--- config.mk ---
export PLATFORM = sky130hd
export DESIGN_NAME = button_click_double_click_detector_top
export DESIGN_NICKNAME = d
export VERILOG_FILES = /design/src/sv/bcdd_pkg.sv /design/src/sv/bcdd_in_stage.sv /design/src/sv/bcdd_core.sv /design/src/sv/bcdd_out_stage.sv /design/src/sv/button_click_double_click_detector_top.sv
export SDC_FILE = /design/constraint.sdc
export NUM_CORES = 1
export LEC_CHECK = 0
export BUFFER_PORTS_ARGS = -buffer_cell sky130_fd_sc_hd__buf_2
export CAP_MARGIN = 10
export CORE_MARGIN = 3
export CORE_UTILIZATION = 50
export CTS_BUF_LIST = sky130_fd_sc_hd__clkbuf_4 sky130_fd_sc_hd__clkbuf_8 sky130_fd_sc_hd__clkbuf_16
export DETAILED_ROUTE_END_ITERATION = 8
export GPL_ROUTABILITY_DRIVEN = 0
export GPL_TIMING_DRIVEN = 0
export PLACE_DENSITY = 0.69
export REMOVE_ABC_BUFFERS = 1
export SLEW_MARGIN = 20
export SYNTH_ARGS = -nofsm -noshare
export SYNTH_HDL_FRONTEND = slang
export SYNTH_HIERARCHICAL = 1
export SYNTH_SLANG_ARGS = --single-unit
--- constraint.sdc ---
create_clock -name aclk -period 4.6 [get_ports aclk]
set_input_delay 0.69 -clock aclk [delete_from_list [all_inputs] [get_ports aclk]]
set_output_delay 0.69 -clock aclk [all_outputs]
set_load 0.02 [all_outputs]
--- src/sv/bcdd_pkg.sv ---
// shared constants and types for the button click detector
`default_nettype none

package bcdd_pkg;

    localparam int COUNTER_WIDTH_DEF = 16;
    localparam int WINDOW_WIDTH      = 8;
    localparam logic [WINDOW_WIDTH-1:0] WINDOW_RESET = 8'd50;

    localparam int EVENT_WIDTH = 2;
    typedef logic [EVENT_WIDTH-1:0] click_event_t;

    localparam click_event_t EVT_NONE   = 2'd0;
    localparam click_event_t EVT_SINGLE = 2'd1;
    localparam click_event_t EVT_DOUBLE = 2'd2;

    localparam int TALLY_WIDTH = 2;
    typedef logic [TALLY_WIDTH-1:0] tally_t;

    localparam tally_t TALLY_ZERO = 2'd0;
    localparam tally_t TALLY_ONE  = 2'd1;
    localparam tally_t TALLY_TWO  = 2'd2;
    localparam tally_t TALLY_BAD  = 2'd3;

    localparam int IN_TDATA_WIDTH  = 8;
    localparam int OUT_TDATA_WIDTH = 8;

endpackage

`default_nettype wire

--- src/sv/bcdd_in_stage.sv ---
// input register holding one sampled key level
`default_nettype none

module bcdd_in_stage (
    input  wire logic aclk,
    input  wire logic aresetn,
    input  wire logic s_tvalid,
    output logic      s_tready,
    input  wire logic key_level_in,
    input  wire logic advance,
    output logic      item_valid,
    output logic      key_level
);
    logic valid_reg;
    logic valid_next;
    logic key_reg;

    // room when empty or when the held item moves on this cycle
    assign s_tready   = !valid_reg || advance;
    assign valid_next = s_tvalid || (valid_reg && !advance);

    always_ff @(posedge aclk) begin
        if (!aresetn) begin
            valid_reg <= 1'b0;
        end else if (s_tready) begin
            valid_reg <= valid_next;
        end
    end

    always_ff @(posedge aclk) begin
        if (s_tvalid && s_tready) begin
            key_reg <= key_level_in;
        end
    end

    assign item_valid = valid_reg;
    assign key_level  = key_reg;

endmodule

`default_nettype wire

--- src/sv/bcdd_core.sv ---
// click classification state and per-tick update
`default_nettype none

module bcdd_core #(
    parameter int COUNTER_WIDTH = bcdd_pkg::COUNTER_WIDTH_DEF
) (
    input  wire logic                               aclk,
    input  wire logic                               aresetn,
    input  wire logic                               cfg_write,
    input  wire logic [bcdd_pkg::WINDOW_WIDTH-1:0]  cfg_window,
    input  wire logic                               advance,
    input  wire logic                               key_level,
    output bcdd_pkg::click_event_t                  click_event
);
    import bcdd_pkg::*;

    localparam logic [COUNTER_WIDTH-1:0] CNT_MAX = {COUNTER_WIDTH{1'b1}};

    logic [WINDOW_WIDTH-1:0]  window_reg;
    logic                     armed_reg, armed_next;
    logic                     counted_reg, counted_next;
    tally_t                   tally_reg, tally_next;
    logic [COUNTER_WIDTH-1:0] gap_reg, gap_next;
    logic [COUNTER_WIDTH-1:0] hold_reg, hold_next;

    logic                     pressed;
    logic                     armed_mid;
    logic                     counted_mid;
    tally_t                   tally_mid;
    logic [COUNTER_WIDTH-1:0] gap_inc;
    logic [COUNTER_WIDTH-1:0] win_ext;
    click_event_t             event_c;

    always_ff @(posedge aclk) begin
        if (!aresetn) begin
            window_reg <= WINDOW_RESET;
        end else if (cfg_write) begin
            window_reg <= cfg_window;
        end
    end

    assign pressed = !key_level;
    assign win_ext = {{(COUNTER_WIDTH-WINDOW_WIDTH){1'b0}}, window_reg};
    assign gap_inc = (gap_reg == CNT_MAX) ? CNT_MAX : gap_reg + 1'b1;

    always_comb begin
        hold_next    = pressed ? ((hold_reg == CNT_MAX) ? CNT_MAX : hold_reg + 1'b1)
                               : '0;
        armed_mid    = armed_reg || pressed;
        counted_mid  = counted_reg;
        tally_mid    = tally_reg;
        armed_next   = armed_mid;
        counted_next = counted_reg;
        tally_next   = tally_reg;
        gap_next     = gap_reg;
        event_c      = EVT_NONE;

        // count a fresh press once
        if (!counted_reg && armed_mid) begin
            tally_mid   = tally_reg + 1'b1;
            counted_mid = 1'b1;
        end

        if (!counted_reg && tally_mid == TALLY_TWO) begin
            // double click, both flags stay set on this tick even on release
            tally_next   = TALLY_ZERO;
            gap_next     = '0;
            counted_next = counted_mid;
            event_c      = EVT_DOUBLE;
        end else begin
            armed_next   = pressed ? armed_mid : 1'b0;
            counted_next = pressed ? counted_mid : 1'b0;
            tally_next   = tally_mid;
            if (tally_mid == TALLY_ONE) begin
                gap_next = gap_inc;
                if (gap_inc > win_ext && hold_next < win_ext) begin
                    tally_next = TALLY_ZERO;
                    gap_next   = '0;
                    event_c    = EVT_SINGLE;
                end else if (hold_next > win_ext) begin
                    // held too long, drop the pending click
                    tally_next = TALLY_ZERO;
                    gap_next   = '0;
                end
            end
        end
    end

    always_ff @(posedge aclk) begin
        if (!aresetn) begin
            armed_reg   <= 1'b0;
            counted_reg <= 1'b0;
            tally_reg   <= TALLY_ZERO;
            gap_reg     <= '0;
            hold_reg    <= '0;
        end else if (advance) begin
            armed_reg   <= armed_next;
            counted_reg <= counted_next;
            tally_reg   <= tally_next;
            gap_reg     <= gap_next;
            hold_reg    <= hold_next;
        end
    end

    assign click_event = event_c;

`ifndef NO_ASSERTIONS
    a_tally_range: assert property (@(posedge aclk) disable iff (!aresetn)
        tally_reg != TALLY_BAD)
        else $error("press tally reached three");

    a_counted_armed: assert property (@(posedge aclk) disable iff (!aresetn)
        counted_reg |-> armed_reg)
        else $error("press counted without being armed");

    a_single_clears: assert property (@(posedge aclk) disable iff (!aresetn)
        (advance && event_c == EVT_SINGLE) |=> (tally_reg == TALLY_ZERO && gap_reg == '0))
        else $error("single click left a pending sequence");

    a_release_hold: assert property (@(posedge aclk) disable iff (!aresetn)
        (advance && key_level) |=> (hold_reg == '0))
        else $error("hold count not cleared on release");
`endif

endmodule

`default_nettype wire

--- src/sv/bcdd_out_stage.sv ---
// result register toward the output stream
`default_nettype none

module bcdd_out_stage (
    input  wire logic                   aclk,
    input  wire logic                   aresetn,
    input  wire logic                   item_valid,
    input  wire bcdd_pkg::click_event_t click_event,
    output logic                        advance,
    output logic                        m_tvalid,
    input  wire logic                   m_tready,
    output bcdd_pkg::click_event_t      click_event_out
);
    import bcdd_pkg::*;

    logic         valid_reg;
    click_event_t event_reg;

    // take a new result when empty or when the held one is being taken
    assign advance = item_valid && (!valid_reg || m_tready);

    always_ff @(posedge aclk) begin
        if (!aresetn) begin
            valid_reg <= 1'b0;
        end else if (advance) begin
            valid_reg <= 1'b1;
        end else if (m_tready) begin
            valid_reg <= 1'b0;
        end
    end

    always_ff @(posedge aclk) begin
        if (advance) begin
            event_reg <= click_event;
        end
    end

    assign m_tvalid        = valid_reg;
    assign click_event_out = event_reg;

endmodule

`default_nettype wire

--- src/sv/button_click_double_click_detector_top.sv ---
// top level of the button single / double click detector
`default_nettype none

// Classifies one sampled button level per request (0 pressed, 1 released) into
// no action, single click or double click, one result per input request. A
// second counted press gives a double click at once; a first press released
// early gives a single click once the gap passes click_window ticks; a press
// held past the window drops the pending click. Gap and hold counters are
// COUNTER_WIDTH bits and saturate. Throughput is one request per clock unless
// m_tready is held low: the sample sits in an input register, the state
// update is one short combinational step, and the result lands in an output
// register when it has room, raising m_tvalid. Back-pressure on m_tready
// stalls the result register and, through it, the input register. The
// click_window (reset 50) is written on the cfg channel, which is always
// ready, and should only change while no request is in flight.
module button_click_double_click_detector_top #(
    parameter int COUNTER_WIDTH = bcdd_pkg::COUNTER_WIDTH_DEF
) (
    input  wire logic                                   aclk,
    input  wire logic                                   aresetn,
    // input stream
    input  wire logic                                   s_tvalid,
    output logic                                        s_tready,
    input  wire logic [bcdd_pkg::IN_TDATA_WIDTH-1:0]    s_tdata,  // [0] key_level, rest zero
    // result stream
    output logic                                        m_tvalid,
    input  wire logic                                   m_tready,
    output logic [bcdd_pkg::OUT_TDATA_WIDTH-1:0]        m_tdata,  // [1:0] click_event, rest zero
    // configuration write
    input  wire logic                                   cfg_valid,
    output logic                                        cfg_ready,
    input  wire logic [bcdd_pkg::WINDOW_WIDTH-1:0]      cfg_data  // click_window
);
    import bcdd_pkg::*;

    logic         advance;
    logic         item_valid;
    logic         key_level;
    click_event_t event_c;
    click_event_t event_out;

    // register write always taken
    assign cfg_ready = 1'b1;

    // input register
    bcdd_in_stage u_in (
        .aclk         (aclk),
        .aresetn      (aresetn),
        .s_tvalid     (s_tvalid),
        .s_tready     (s_tready),
        .key_level_in (s_tdata[0]),
        .advance      (advance),
        .item_valid   (item_valid),
        .key_level    (key_level)
    );

    // state and classification
    bcdd_core #(
        .COUNTER_WIDTH (COUNTER_WIDTH)
    ) u_core (
        .aclk        (aclk),
        .aresetn     (aresetn),
        .cfg_write   (cfg_valid && cfg_ready),
        .cfg_window  (cfg_data),
        .advance     (advance),
        .key_level   (key_level),
        .click_event (event_c)
    );

    // result register
    bcdd_out_stage u_out (
        .aclk            (aclk),
        .aresetn         (aresetn),
        .item_valid      (item_valid),
        .click_event     (event_c),
        .advance         (advance),
        .m_tvalid        (m_tvalid),
        .m_tready        (m_tready),
        .click_event_out (event_out)
    );

    assign m_tdata = {{(OUT_TDATA_WIDTH-EVENT_WIDTH){1'b0}}, event_out};

endmodule

`default_nettype wire
Word level (Yosys, flattened, before mapping)
Cells that the tools add are included.

operators by class
  $add $sub $neg = 3
  multiply operators = 0
  div/mod/pow operators = 0
  order comparisons = 3
  equal/unequal tests = 4
  shift-type cells = 0
  mux-type cells = 21
  bitwise gates (word level) = 1
  reduce and logical (&&, ||, !) cells = 19

operators by type and width
  cell                                                                   count
  16-bit 2-to-1 mux                                                      7
  16-bit by 1-bit adder with 16-bit output, second input constant        2
  16-bit equality test, second input constant                            2
  16-bit by 8-bit > comparator with 1-bit output                         2
  16-bit by 8-bit < comparator with 1-bit output                         1
  2-bit 2-to-1 mux                                                       6
  1-bit 2-to-1 mux                                                       8
  1-bit logical AND                                                      6
  1-bit zero test                                                        5
  1-bit logical OR                                                       4
  2-bit nonzero test                                                     2
  2-bit by 1-bit adder with 2-bit output, second input constant          1
  2-bit by 1-bit equality test with 1-bit output, second input constant  1
  2-bit equality test, second input constant                             1
  2-bit AND reduction                                                    1
  2-bit OR reduction                                                     1
  1-bit inverter                                                         1

word-level totals
  bits in registers = 49
  latch bits = 0
  RAM bits = 0
  memory bits (read-only) = 0
  input port bits = 21
  output and inout bits = 11
  logic and storage cells = 62
  memories kept = 0

Depth between registers and ports, before layout
Gate-level depths: netlist of run 1.

  word-level depth = 8
  gate-level depth with buffers = 15
  gate-level depth less buffers = 14

Hierarchy
Netlist of run 1, hierarchy kept.

modules (own cells, without submodules)
  module                                  times used  cells each  area each (sq um)  seq. area each (sq um)
  bcdd_core                               1           366         2981.6             880.8
  bcdd_out_stage                          1           6           107.6              80.1
  bcdd_in_stage                           1           6           87.6               50.0
  button_click_double_click_detector_top  1           9           60.1               0.0

Worst setup path after synthesis of run 1
No wires, ideal clock.

  kind = register to register
  from = reg u_core.hold_reg[0]
  to = reg u_core.gap_reg[15]
  library setup time = 0.071 ns
  data arrival time = 3.274 ns
  data required time = 4.529 ns
  path slack = 1.256 ns
  cell stages (with the launch flop) = 15
  path buffers = 1
  period minus slack after synthesis = 3.344 ns
  path through = dfxtp_1 -> ha_1 -> nand4_1 -> nor2_1 -> nand3_1 -> clkbuf_1 -> a21oi_1 -> ha_1 -> a21oi_1 -> a21oi_1 -> o31ai_1 -> o2111ai_1 -> or2_4 -> or4_1 -> a21oi_1

between the ends
  word-level cells in the longest chain between the ends = 8
  elaborated cells between the ends (all ways) = 11
  those cells by class = 1 x add/sub; 2 x order compare; 1 x eq/ne; 6 x mux; 1 x reduce/logical

RTL lines
  element                                                                                                                  RTL line                          RTL
  start, declared                                                                                                          bcdd_core.sv:24                   logic [COUNTER_WIDTH-1:0] hold_reg, hold_next;
  start signal, assigned                                                                                                   bcdd_core.sv:101                  hold_reg <= hold_next;
  16-bit by 1-bit adder with 16-bit output / 16-bit equality test (equally long branches)                                  bcdd_core.sv:47                   hold_next = pressed ? ((hold_reg == CNT_MAX) ? CNT_MAX : hold_reg + 1'b1)
  16-bit 2-to-1 mux (*) (2 in series)                                                                                      bcdd_core.sv:47
  via u_core.hold_next[3]                                                                                                  bcdd_core.sv:24
  16-bit by 8-bit > comparator with 1-bit output / 16-bit by 8-bit < comparator with 1-bit output (equally long branches)  bcdd_core.sv:80, bcdd_core.sv:76
  16-bit 2-to-1 mux / 1-bit logical AND (equally long branches)                                                            bcdd_core.sv:80, bcdd_core.sv:76
  16-bit 2-to-1 mux (*)                                                                                                    bcdd_core.sv:76                   if (gap_inc > win_ext && hold_next < win_ext) begin
  16-bit 2-to-1 mux (*)                                                                                                    bcdd_core.sv:74                   if (tally_mid == TALLY_ONE) begin
  16-bit 2-to-1 mux (*)                                                                                                    bcdd_core.sv:64                   if (!counted_reg && tally_mid == TALLY_TWO) begin
  end signal, assigned                                                                                                     bcdd_core.sv:100                  gap_reg <= gap_next;
  end, declared                                                                                                            bcdd_core.sv:23                   logic [COUNTER_WIDTH-1:0] gap_reg, gap_next;

The timed path passes the listed nets; every way through them passes the cells marked *. The select of a mux whose other input is x is not followed.
A chain may end at the register's enable or synchronous reset.

Final worst setup path of run 1
Ends and elaborated chain as after synthesis.

==> metrics.yaml, run 1 <==
die:
  die-area_um2: 7480
  row_count: 28
  die_h_um: 86.5
  coreArea_um2: 6100
  boundaryPins: 32
  initial_core_util_pct: 53.1
  die_x_um: 86.5
power:
  p_per_area_nw_per_um2: 251
  pwr-share-clk_pct: 35.7
  internal-power_w: 0.000632
  power.leakage_nw: 1.39
  seq_power_share_pct: 52.8
  net-switching-power_w: 0.000223
  power_frac_comb_pct: 11.5
  p_sw_share_pct: 26.0
  irDropWorstVdd_mv: 0.154
clock_network:
  clk_path_buf_depth: 2
  cts-root-buf: "clkbuf_8"
  tritoncts: "built"
  post_cts_buffers: 0
  htreeDepth: 2
  clk_latency_ns: 0.30
  path_clk_slew_ns: 0.09
  cts_buffers: 5
  cts.sinks: 49
worst_setup_path:
  crit_fanout: 15
  required_ns: 4.83
  cpLargestDelayFamily: "simple AND/OR/NAND/NOR gates"
  startpoint_type: "flip-flop"
  slowest_delay_ns: 0.41
  worstSetupPathType: "flip-flop to flip-flop"
  crit_path_end_kind: "flip-flop"
  path_buf_inv: 0
  crit_top_cell: "a21oi_1"
  critPathSlowestCell: "nor2_1"
  crit_chain: "ha_1 > nand4_1 > nor2_1 > nand3_2 > a21oi_1 > ha_1 > nor2b_1 > o211ai_1 > a21oi_1 > o31ai_1 > o2111ai_1 > or2_4 > or4_1 > a21oi_1"
  critical_path_arrival_ns: 4.32
route:
  drt_first_pass_iters: 4
  drc: 0
  vias_per_cell: 5.96
  ant_nets: 0
  drt_wl_total_um: 6900
  drtIter0Drc: 240
  vias: 2767
  wl_per_cell_um: 14.9
sta:
  tns_ns: 0
  maxSlewViolCount: 0
  fin_crit_ns: 4.09
  fmax_ghz: 0.245
  fin_crit_sh_pct: 88.9
  finalSetupViolations: 0
  rsz0062_at_grt: "false"
  hold_viol: 0
  fin_worst_skew_ns: 0.00461
  relSlewSlack_pct: 38.8
  worst_slew_pin_slew_ns: 0.919
finish:
  drive_gt1_share_pct: 12.9
  nFillCells: 594
  layout_commonest_cell: "dfxtp_1"
  final_cell_mix: "46 x dfxtp_1, 37 x nand2_1, 33 x nor2_1"
  fin_nets: 427
  fin_util_pct: 55.9
  num_antenna_cells: 0
  syn_to_final_growth_pct: 5.26
logic_synthesis:
  synth_area_per_cell_um2: 8.36
  yosysSeqAreaShare_pct: 31.2
  synth-edff-count: 3
  synth.distinct_cells: 67
  ys_async_sr_fraction_pct: 0
  ys_ff_latch: 49
  synth_area_um2: 3240
  synthFlopType: "dfxtp_1"
  syn-instance-count: 387
  yosys_warnings: 6
global_routing:
  antenna_found_initial: 0
  grt_first_pass_wirelength_um: 12300
  grt_max_degree: 28
  grt_pass1_vias: 2534
  grt_overflow: 0
  grt_usage_pct: 20.2
status:
  status: "completed"
hold_path:
  hp-class: "flip-flop to flip-flop"
place:
  post-dp-hpwl_um: 4880
  port_buffers: 17
job:
  drv_cap: 0
cell type report:
class / count / area (µm²) / share of cell area (%)
clock buffers: 7 / 108 / 3.16
clock inverters: 1 / 6.26 / 0.184
inverters: 12 / 45.0 / 1.32
multi-input cells: 303 / 2060 / 60.4
flip-flops and latches: 49 / 1010 / 29.7
well taps: 75 / 93.8 / 2.75
repair buffers: 17 / 85.1 / 2.50
worst register-to-register path: cells and delay by family, from the launching register on:
family / cells / cell delay, ns
adders and majority gates: 2 / 0.56
DFF: 1 / 0.40
and+or+nand+nor: 6 / 1.85
AOI/OAI and AO/OA: 6 / 1.20
worst paths after layout:
path	start	endpoint	slack (ns)	depth (start not counted)
worst min-delay path	u_core/armed_reg$_SDFFE_PN0P_	u_core/armed_reg$_SDFFE_PN0P_	0.49	2
worst max-delay path	u_core/hold_reg[0]$_SDFFE_PN0P_	u_core/gap_reg[15]$_SDFFE_PN0P_	0.51	14
worst min register to register	u_core/armed_reg$_SDFFE_PN0P_	u_core/armed_reg$_SDFFE_PN0P_	0.49	2
worst max register to register	u_core/hold_reg[0]$_SDFFE_PN0P_	u_core/gap_reg[15]$_SDFFE_PN0P_	0.51	14
Yosys cell counts, types with 8 or more instances:
library cell / instances / area (µm²)
ha_1: 18 / 225
mux2i_1: 15 / 150
xnor2_1: 8 / 70.1
nand4_1: 11 / 68.8
a21oi_1: 27 / 135
dfxtp_1: 46 / 921
clkbuf_1: 17 / 63.8
nand2_1: 37 / 139
a31oi_1: 10 / 62.6
o21ai_0: 13 / 65.1
inv_1: 12 / 45.0
nor2_1: 33 / 124
nand3_1: 15 / 75.1
repair_timing:
action,in CTS,in global routing
hold buffers,0,0
endpoints found under the setup margin,0,16
resized for setup,0,1
cells by family (layout without fill, tap and decap cells):
| family | after synthesis | after routing | share of synthesized area, % |
|---|---|---|---|
| simple gates | 143 | 143 | 23.8 |
| mux | 15 | 15 | 4.64 |
| compound gates | 105 | 105 | 22.9 |
| xor+xnor | 15 | 15 | 4.06 |
| buf+inv | 40 | 37 | 6.15 |
| flops | 49 | 49 | 31.2 |
| other cells | 2 | 7 | 0.232 |
| fa+ha+maj | 18 | 18 | 6.96 |
routing by layer:
metal | part of all wire, % | GRT usage (%) | routed length, µm
met5 | 0 | 0 | 0
met4 | 1.1 | 6.80 | 73
met3 | 5.9 | 2.66 | 405
met2 | 45 | 31.4 | 3110
met1 | 48 | 28.9 | 3310
stage by stage:
| step | instances | power, W | hold WS (ns) | area, µm² | setup slack (ns) |
|---|---|---|---|---|---|
| finish | 464 | 0.000855 | 0.490 | 3410 | 0.511 |
| global route | 464 | 0.000896 | 0.532 | 3410 | 0.0905 |
| CTS | 464 | 0.000864 | 0.488 | 3400 | 0.362 |
| detailed placement | 456 | 0.000559 | 0.475 | 3290 | 0.376 |
| floorplan | 364 | 0.000529 | 0.450 | 3100 | 1.09 |
| global placement | 456 | 0.000556 | 0.462 | 3280 | 0.419 |
power groups by stage:
stage | Clock [W] | Sequential [W] | Combinational [W]
2_1_floorplan | 0 | 0.000460 | 0.0000687
3_3_place_gp | 0 | 0.000461 | 0.0000955
3_5_place_dp | 0 | 0.000461 | 0.0000982
4_1_cts | 0.000314 | 0.000451 | 0.0000987
5_1_grt | 0.000331 | 0.000454 | 0.000112
6_report | 0.000306 | 0.000451 | 0.0000983
Note: power is estimated with default switching activity, not from simulation.
==> run 2, diff against run 1 <==
--- a/config.mk
+++ b/config.mk
@@ -7,6 +7,7 @@
 export LEC_CHECK = 0
 export BUFFER_PORTS_ARGS = -buffer_cell sky130_fd_sc_hd__buf_2
 export CAP_MARGIN = 10
+export CORE_ASPECT_RATIO = 1.4
 export CORE_MARGIN = 3
 export CORE_UTILIZATION = 50
 export CTS_BUF_LIST = sky130_fd_sc_hd__clkbuf_4 sky130_fd_sc_hd__clkbuf_8 sky130_fd_sc_hd__clkbuf_16
@@ -14,7 +15,6 @@
 export GPL_ROUTABILITY_DRIVEN = 0
 export GPL_TIMING_DRIVEN = 0
 export PLACE_DENSITY = 0.69
-export REMOVE_ABC_BUFFERS = 1
 export SLEW_MARGIN = 20
 export SYNTH_ARGS = -nofsm -noshare
 export SYNTH_HDL_FRONTEND = slang
==> run 2 against run 1 <==
First-iteration DRC count fell by 34%; routed wire length is 11% higher; sequential power is 0.9% lower; sequential cell count unchanged; clock power decreased by 18%; critical endpoint unchanged; largest power group unchanged.
==> metrics.yaml, run 2 (synthesized netlist as in run 1, its figures left out) <==
route:
  drt_wl_total_um: 7690  # was 6900 µm
  vias_per_cell: 6.01  # was 5.96
  vias: 2933  # was 2,767
  drt_first_pass_iters: 5  # was 4
  ant_nets: 0  # unchanged
  drc: 0  # unchanged
  drtIter0Drc: 158  # was 240
  wl_per_cell_um: 15.8  # was 14.9 µm
worst_setup_path:
  crit_chain: "ha_1 > nand4_1 > nor2_2 > nand3_1 > clkbuf_1 > a21oi_1 > ha_1 > a21oi_1 > a21oi_1 > o31ai_1 > o2111ai_1 > or2_4 > or4_1 > a21oi_1"  # was ha_1 > nand4_1 > nor2_1 > nand3_2 > a21oi_1 > ha_1 > nor2b_1 > o211ai_1 > a21oi_1 > o31ai_1 > o2111ai_1 > or2_4 > or4_1 > a21oi_1
  critPathSlowestCell: "dfxtp_1"  # was nor2_1
  slowest_delay_ns: 0.41  # about the same
  critical_path_arrival_ns: 4.39  # was 4.32 ns
  path_buf_inv: 1  # was 0
  startpoint_type: "flip-flop"  # unchanged
  ff2ff_setup_slack_ns: 0.44  # was 0.51 ns
  worstSetupPathType: "flip-flop to flip-flop"  # unchanged
  crit_fanout: 10  # was 15
  cpLargestDelayFamily: "simple AND/OR/NAND/NOR gates"  # unchanged
  required_ns: 4.82  # was 4.83 ns
  crit_path_end_kind: "flip-flop"  # unchanged
  crit_top_cell: "a21oi_1"  # unchanged
status:
  status: "completed"  # unchanged
sta:
  fin_crit_ns: 4.16  # was 4.09 ns
  relSlewSlack_pct: 52.2  # was 38.8%
  tns_ns: 0  # unchanged
  finalSetupViolations: 0  # unchanged
  fmax_ghz: 0.240  # was 0.245 GHz
  worst_slew_pin_slew_ns: 0.717  # was 0.919 ns
  rsz0062_at_grt: "false"  # unchanged
  hold_viol: 0  # unchanged
  maxSlewViolCount: 0  # unchanged
  fin_crit_sh_pct: 90.5  # was 88.9%
  fin_worst_skew_ns: 0.00884  # was 0.00461 ns
clock_network:
  clk_latency_ns: 0.30  # about the same
  cts-root-buf: "clkbuf_8"  # unchanged
  postCtsResizedCells: 0  # unchanged
  post_cts_buffers: 0  # unchanged
  htreeDepth: 2  # unchanged
  clk_path_buf_depth: 2  # unchanged
  tritoncts: "built"  # unchanged
  path_clk_slew_ns: 0.08  # was 0.09 ns
  cts_buffers: 5  # unchanged
  cts.sinks: 49  # unchanged
  cts_hold_buffers: 0  # unchanged
job:
  drv_cap: 0  # unchanged
finish:
  fin_nets: 455  # was 427
  fin_area_um2: 3510  # was 3410 µm²
  drive_gt1_share_pct: 13.9  # was 12.9%
  instances_no_fill: 488  # was 464
  nFillCells: 622  # was 594
  syn_to_final_growth_pct: 8.58  # was 5.26%
  num_antenna_cells: 0  # unchanged
  final_cell_mix: "46 x dfxtp_1, 37 x nand2_1, 32 x nor2_1"  # was 46 x dfxtp_1, 37 x nand2_1, 33 x nor2_1
  layout_commonest_cell: "dfxtp_1"  # unchanged
global_routing:
  grt_usage_pct: 22.1  # was 20.2%
  grt_first_pass_wirelength_um: 13100  # was 12,300 µm
  grt_busiest_layer: "met2"  # unchanged
  use_met2_pct: 37.6  # was 31.4%
  antenna_found_initial: 0  # unchanged
  grt_overflow: 0  # unchanged
  grt_max_degree: 15  # was 28
  grt_pass1_vias: 2782  # was 2,534
  grtUsageMet3_pct: 2.48  # was 2.66%
  use_met1_pct: 28.0  # was 28.9%
die:
  die_h_um: 101  # was 86.5 µm
  initial_core_util_pct: 51.8  # was 53.1%
  coreArea_um2: 6250  # was 6100 µm²
  boundaryPins: 32  # unchanged
  die-area_um2: 7490  # was 7480 µm²
  row_count: 34  # was 28
  die_x_um: 74  # was 86.5 µm
place:
  port_buffers: 17  # unchanged
  placed_area_um2: 3430  # was 3290 µm²
  post-place-cells: 481  # was 456
  post-dp-hpwl_um: 5820  # was 4880 µm
power:
  power.leakage_nw: 1.44  # was 1.39 nW
  irDropWorstVdd_mv: 0.182  # was 0.154 mV
  p_per_area_nw_per_um2: 231  # was 251 nW/µm²
hold_path:
  hp-class: "flip-flop to flip-flop"  # unchanged
==> run 2: changes by cell type in the layout (fill, tap and decap cells not counted), sizes merged <==
cell | before | now
buf | 17 | 28
clkbuf | 7 | 23
inv | 13 | 12
clkinv | 0 | 1
==> run 2: worst min-delay path, delay by kind of cell, from the launching register on <==
kind / cells / cell delay, ns
and+or+nand+nor: 1 / 0.06
DFF: 1 / 0.33
AOI/OAI and AO/OA: 1 / 0.05
==> run 2: final timing paths <==
path / startpoint / depth (start not counted) / to
min: u_core/armed_reg$_SDFFE_PN0P_ / 2 / u_core/armed_reg$_SDFFE_PN0P_
min reg2reg: u_core/armed_reg$_SDFFE_PN0P_ / 2 / u_core/armed_reg$_SDFFE_PN0P_
max: u_core/hold_reg[0]$_SDFFE_PN0P_ / 14 / u_core/gap_reg[15]$_SDFFE_PN0P_
max reg2reg: u_core/hold_reg[0]$_SDFFE_PN0P_ / 14 / u_core/gap_reg[15]$_SDFFE_PN0P_
==> run 2: per-layer routing <==
layer / routed length, µm / up-vias
li1: - / 1470
met1: 3320 / 1395
met2: 4020 / 60
met3: 240 / 8
met4: 104 / 0
met5: 0 / -
==> run 2: final cells by class <==
class | instances | area [µm²] | area share, %
Clock inverter | 1 | 5.00 | 0.142
Timing Repair Buffer | 17 | 85.1 | 2.42
Tap cell | 72 | 90.1 | 2.56
Buffer | 28 | 154 | 4.38
Multi-Input combinational cell | 303 | 2050 | 58.3
Clock buffer | 6 | 76.3 | 2.17
Inverter | 12 | 45.0 | 1.28
Sequential cell | 49 | 1010 | 28.8
==> run 2: power breakdown <==
group | switching [W] | internal, W | total, W | leakage, nW
Combinational | 0.0000700 | 0.0000434 | 0.000113 | 0.997
Sequential | 0.00000767 | 0.000439 | 0.000447 | 0.403
Clock | 0.000140 | 0.000110 | 0.000250 | 0.0445
Total | 0.000218 | 0.000592 | 0.000810 | 1.44
==> run 2: through the flow <==
stage / util, % / hold slack, ns / worst slack, ns / power [W]
after global placement: 54.9 / 0.472 / 0.408 / 0.000566
after CTS: 56.2 / 0.485 / 0.355 / 0.000823
final: 56.2 / 0.482 / 0.437 / 0.000810
after floorplan: - / 0.450 / 1.26 / 0.000538
after detailed placement: 54.9 / 0.472 / 0.395 / 0.000570
after global routing: 56.2 / 0.519 / 0.126 / 0.000853
==> run 3, diff against run 2 <==
--- a/config.mk
+++ b/config.mk
@@ -14,6 +14,7 @@
 export DETAILED_ROUTE_END_ITERATION = 8
 export GPL_ROUTABILITY_DRIVEN = 0
 export GPL_TIMING_DRIVEN = 0
+export MAX_ROUTING_LAYER = met4
 export PLACE_DENSITY = 0.69
 export SLEW_MARGIN = 20
 export SYNTH_ARGS = -nofsm -noshare
==> run 3 against run 2 <==
Clock skew increased by 0.00091 ns; largest power group unchanged; sequential power hardly changed; sequential cell count unchanged; cell area stayed put; highest routed layer unchanged; hold slack got worse by 0.00092 ns; cell count unchanged; via count down 0.58%; utilization is the same; first-iteration DRC count rose by 2.5%.
==> metrics.yaml, run 3 (synthesized netlist as in run 1, its figures left out) <==
global_routing:
  grt_first_pass_wirelength_um: 13100  # about the same
  grt_overflow: 0  # unchanged
  grt_pass1_vias: 2792  # was 2,782
  use_met2_pct: 37.6  # about the same
  grt_usage_pct: 22.8  # was 22.1%
  antenna_found_initial: 0  # unchanged
  grt_max_degree: 15  # unchanged
  use_met1_pct: 28.1  # was 28.0%
  grt_busiest_layer: "met2"  # unchanged
  grtUsageMet3_pct: 2.48  # unchanged
sta:
  rsz0062_at_grt: "false"  # unchanged
  tns_ns: 0  # unchanged
  fin_crit_ns: 4.15  # was 4.16 ns
  worst_slew_pin_slew_ns: 0.730  # was 0.717 ns
  fin_worst_skew_ns: 0.00975  # was 0.00884 ns
  finalSetupViolations: 0  # unchanged
  fmax_ghz: 0.241  # was 0.240 GHz
  relSlewSlack_pct: 51.2  # was 52.2%
  hold_viol: 0  # unchanged
  fin_crit_sh_pct: 90.2  # was 90.5%
  holdWs_ns: 0.481  # was 0.482 ns
  maxSlewViolCount: 0  # unchanged
worst_setup_path:
  path_buf_inv: 1  # unchanged
  reg2regPathDepth: 14  # unchanged
  ff2ff_setup_slack_ns: 0.45  # was 0.44 ns
  required_ns: 4.82  # about the same
  slowest_delay_ns: 0.40  # was 0.41 ns
  critPathSlowestCell: "dfxtp_1"  # unchanged
  crit_chain: "ha_1 > nand4_1 > nor2_2 > nand3_1 > clkbuf_1 > a21oi_1 > ha_1 > a21oi_1 > a21boi_0 > o31ai_1 > o2111ai_1 > or2_4 > or4_1 > a21oi_1"  # was ha_1 > nand4_1 > nor2_2 > nand3_1 > clkbuf_1 > a21oi_1 > ha_1 > a21oi_1 > a21oi_1 > o31ai_1 > o2111ai_1 > or2_4 > or4_1 > a21oi_1
  critical_path_arrival_ns: 4.37  # was 4.39 ns
  startpoint_type: "flip-flop"  # unchanged
  r2r-start: "u_core/hold_reg[0]$_SDFFE_PN0P_"  # unchanged
  crit_top_cell: "a21oi_1"  # unchanged
  crit_fanout: 10  # unchanged
  cpLargestDelayFamily: "simple AND/OR/NAND/NOR gates"  # unchanged
  worstSetupPathType: "flip-flop to flip-flop"  # unchanged
  crit_path_end_kind: "flip-flop"  # unchanged
  rr_endpoint: "u_core/gap_reg[15]$_SDFFE_PN0P_"  # unchanged
die:
  coreArea_um2: 6250  # unchanged
  die-area_um2: 7490  # unchanged
  boundaryPins: 32  # unchanged
  initial_core_util_pct: 51.8  # unchanged
  die_x_um: 74  # unchanged
  row_count: 34  # unchanged
  die_h_um: 101  # unchanged
finish:
  drive_gt1_share_pct: 13.9  # unchanged
  syn_to_final_growth_pct: 8.58  # unchanged
  fin_nets: 455  # unchanged
  nFillCells: 622  # unchanged
  num_antenna_cells: 0  # unchanged
  layout_commonest_cell: "dfxtp_1"  # unchanged
  fin_area_um2: 3510  # unchanged
  final_cell_mix: "46 x dfxtp_1, 37 x nand2_1, 32 x nor2_1"  # unchanged
route:
  drt_wl_total_um: 7660  # was 7690 µm
  vias_per_cell: 5.98  # was 6.01
  vias: 2916  # was 2,933
  drc: 0  # unchanged
  ant_nets: 0  # unchanged
  wl_per_cell_um: 15.7  # was 15.8 µm
  drtIter0Drc: 162  # was 158
  drt_first_pass_iters: 5  # unchanged
clock_network:
  cts_buffers: 5  # unchanged
  cts-root-buf: "clkbuf_8"  # unchanged
  tritoncts: "built"  # unchanged
  htreeDepth: 2  # unchanged
  clk_path_buf_depth: 2  # unchanged
  cts.sinks: 49  # unchanged
  clk_latency_ns: 0.30  # about the same
  path_clk_slew_ns: 0.08  # about the same
status:
  status: "completed"  # unchanged
power:
  p_per_area_nw_per_um2: 230  # was 231 nW/µm²
  power.leakage_nw: 1.44  # unchanged
  irDropWorstVdd_mv: 0.182  # about the same
  power_w: 0.000810  # about the same
place:
  placed_area_um2: 3430  # unchanged
  post-dp-hpwl_um: 5820  # unchanged
  port_buffers: 17  # unchanged
hold_path:
  whs_endpoint: "u_core/armed_reg$_SDFFE_PN0P_"  # unchanged
  min_path_cells: 2  # unchanged
  hp-class: "flip-flop to flip-flop"  # unchanged
  hp-start: "u_core/armed_reg$_SDFFE_PN0P_"  # unchanged
job:
  drv_cap: 0  # unchanged
run 3: cell counts in the layout (fill, tap and decap cells not counted):
No cell type changed its count.
run 3: where the power goes:
part	total (W)	switching, W	internal (W)
Clock	0.000250	0.000140	0.000110
Sequential	0.000447	0.00000761	0.000439
Combinational	0.000113	0.0000700	0.0000434
Total	0.000810	0.000218	0.000592
run 3: how the worst max path moves through the flow:
stage / to / slack, ns / depth (start not counted) / start
after floorplan: u_core/gap_reg[15]$_SDFFE_PN0P_ / 1.26 / 14 / u_core/hold_reg[0]$_SDFFE_PN0P_
after global placement: u_core/gap_reg[15]$_SDFFE_PN0P_ / 0.41 / 14 / u_core/hold_reg[0]$_SDFFE_PN0P_
after detailed placement: u_core/gap_reg[15]$_SDFFE_PN0P_ / 0.40 / 14 / u_core/hold_reg[0]$_SDFFE_PN0P_
after CTS: u_core/gap_reg[15]$_SDFFE_PN0P_ / 0.35 / 14 / u_core/hold_reg[0]$_SDFFE_PN0P_
after global routing: u_core/gap_reg[15]$_SDFFE_PN0P_ / 0.13 / 14 / u_core/hold_reg[0]$_SDFFE_PN0P_
final: u_core/gap_reg[15]$_SDFFE_PN0P_ / 0.45 / 14 / u_core/hold_reg[0]$_SDFFE_PN0P_
run 3: stage by stage:
stage	instances	setup slack, ns	utilization [%]
after floorplan	392	1.26	-
after global placement	481	0.408	54.9
after detailed placement	481	0.395	54.9
after CTS	488	0.355	56.2
after global routing	488	0.126	56.2
final	488	0.450	56.2
run 3: repair_timing:
item	in CTS	in global routing
resized for setup	0	1
setup endpoints to repair	0	1
buffers inserted	0	0
hold buffers	0	0
run 3: final cells by class:
| type | instances | area (µm²) | share of cell area [%] |
|---|---|---|---|
| buffer | 28 | 154 | 4.38 |
| clock buffer | 6 | 76.3 | 2.17 |
| clock inverter | 1 | 5.00 | 0.142 |
| inverter | 12 | 45.0 | 1.28 |
| multi-input combinational | 303 | 2050 | 58.3 |
| sequential | 49 | 1010 | 28.8 |
| tap | 72 | 90.1 | 2.56 |
| timing repair buffer | 17 | 85.1 | 2.42 |
run 3: metal layers:
layer	up-vias	wire, µm	share of wire, %
met5	-	0	0
met4	0	91	1.2
met3	8	287	3.7
met2	61	4000	52
met1	1378	3280	43
li1	1469	-	-
run 3: worst min-delay path, delay by kind of cell (launching register included):
| family | cells | cell delay, ns |
|---|---|---|
| AOI/OAI and AO/OA | 1 | 0.05 |
| and+or+nand+nor | 1 | 0.06 |
| DFF | 1 | 0.33 |
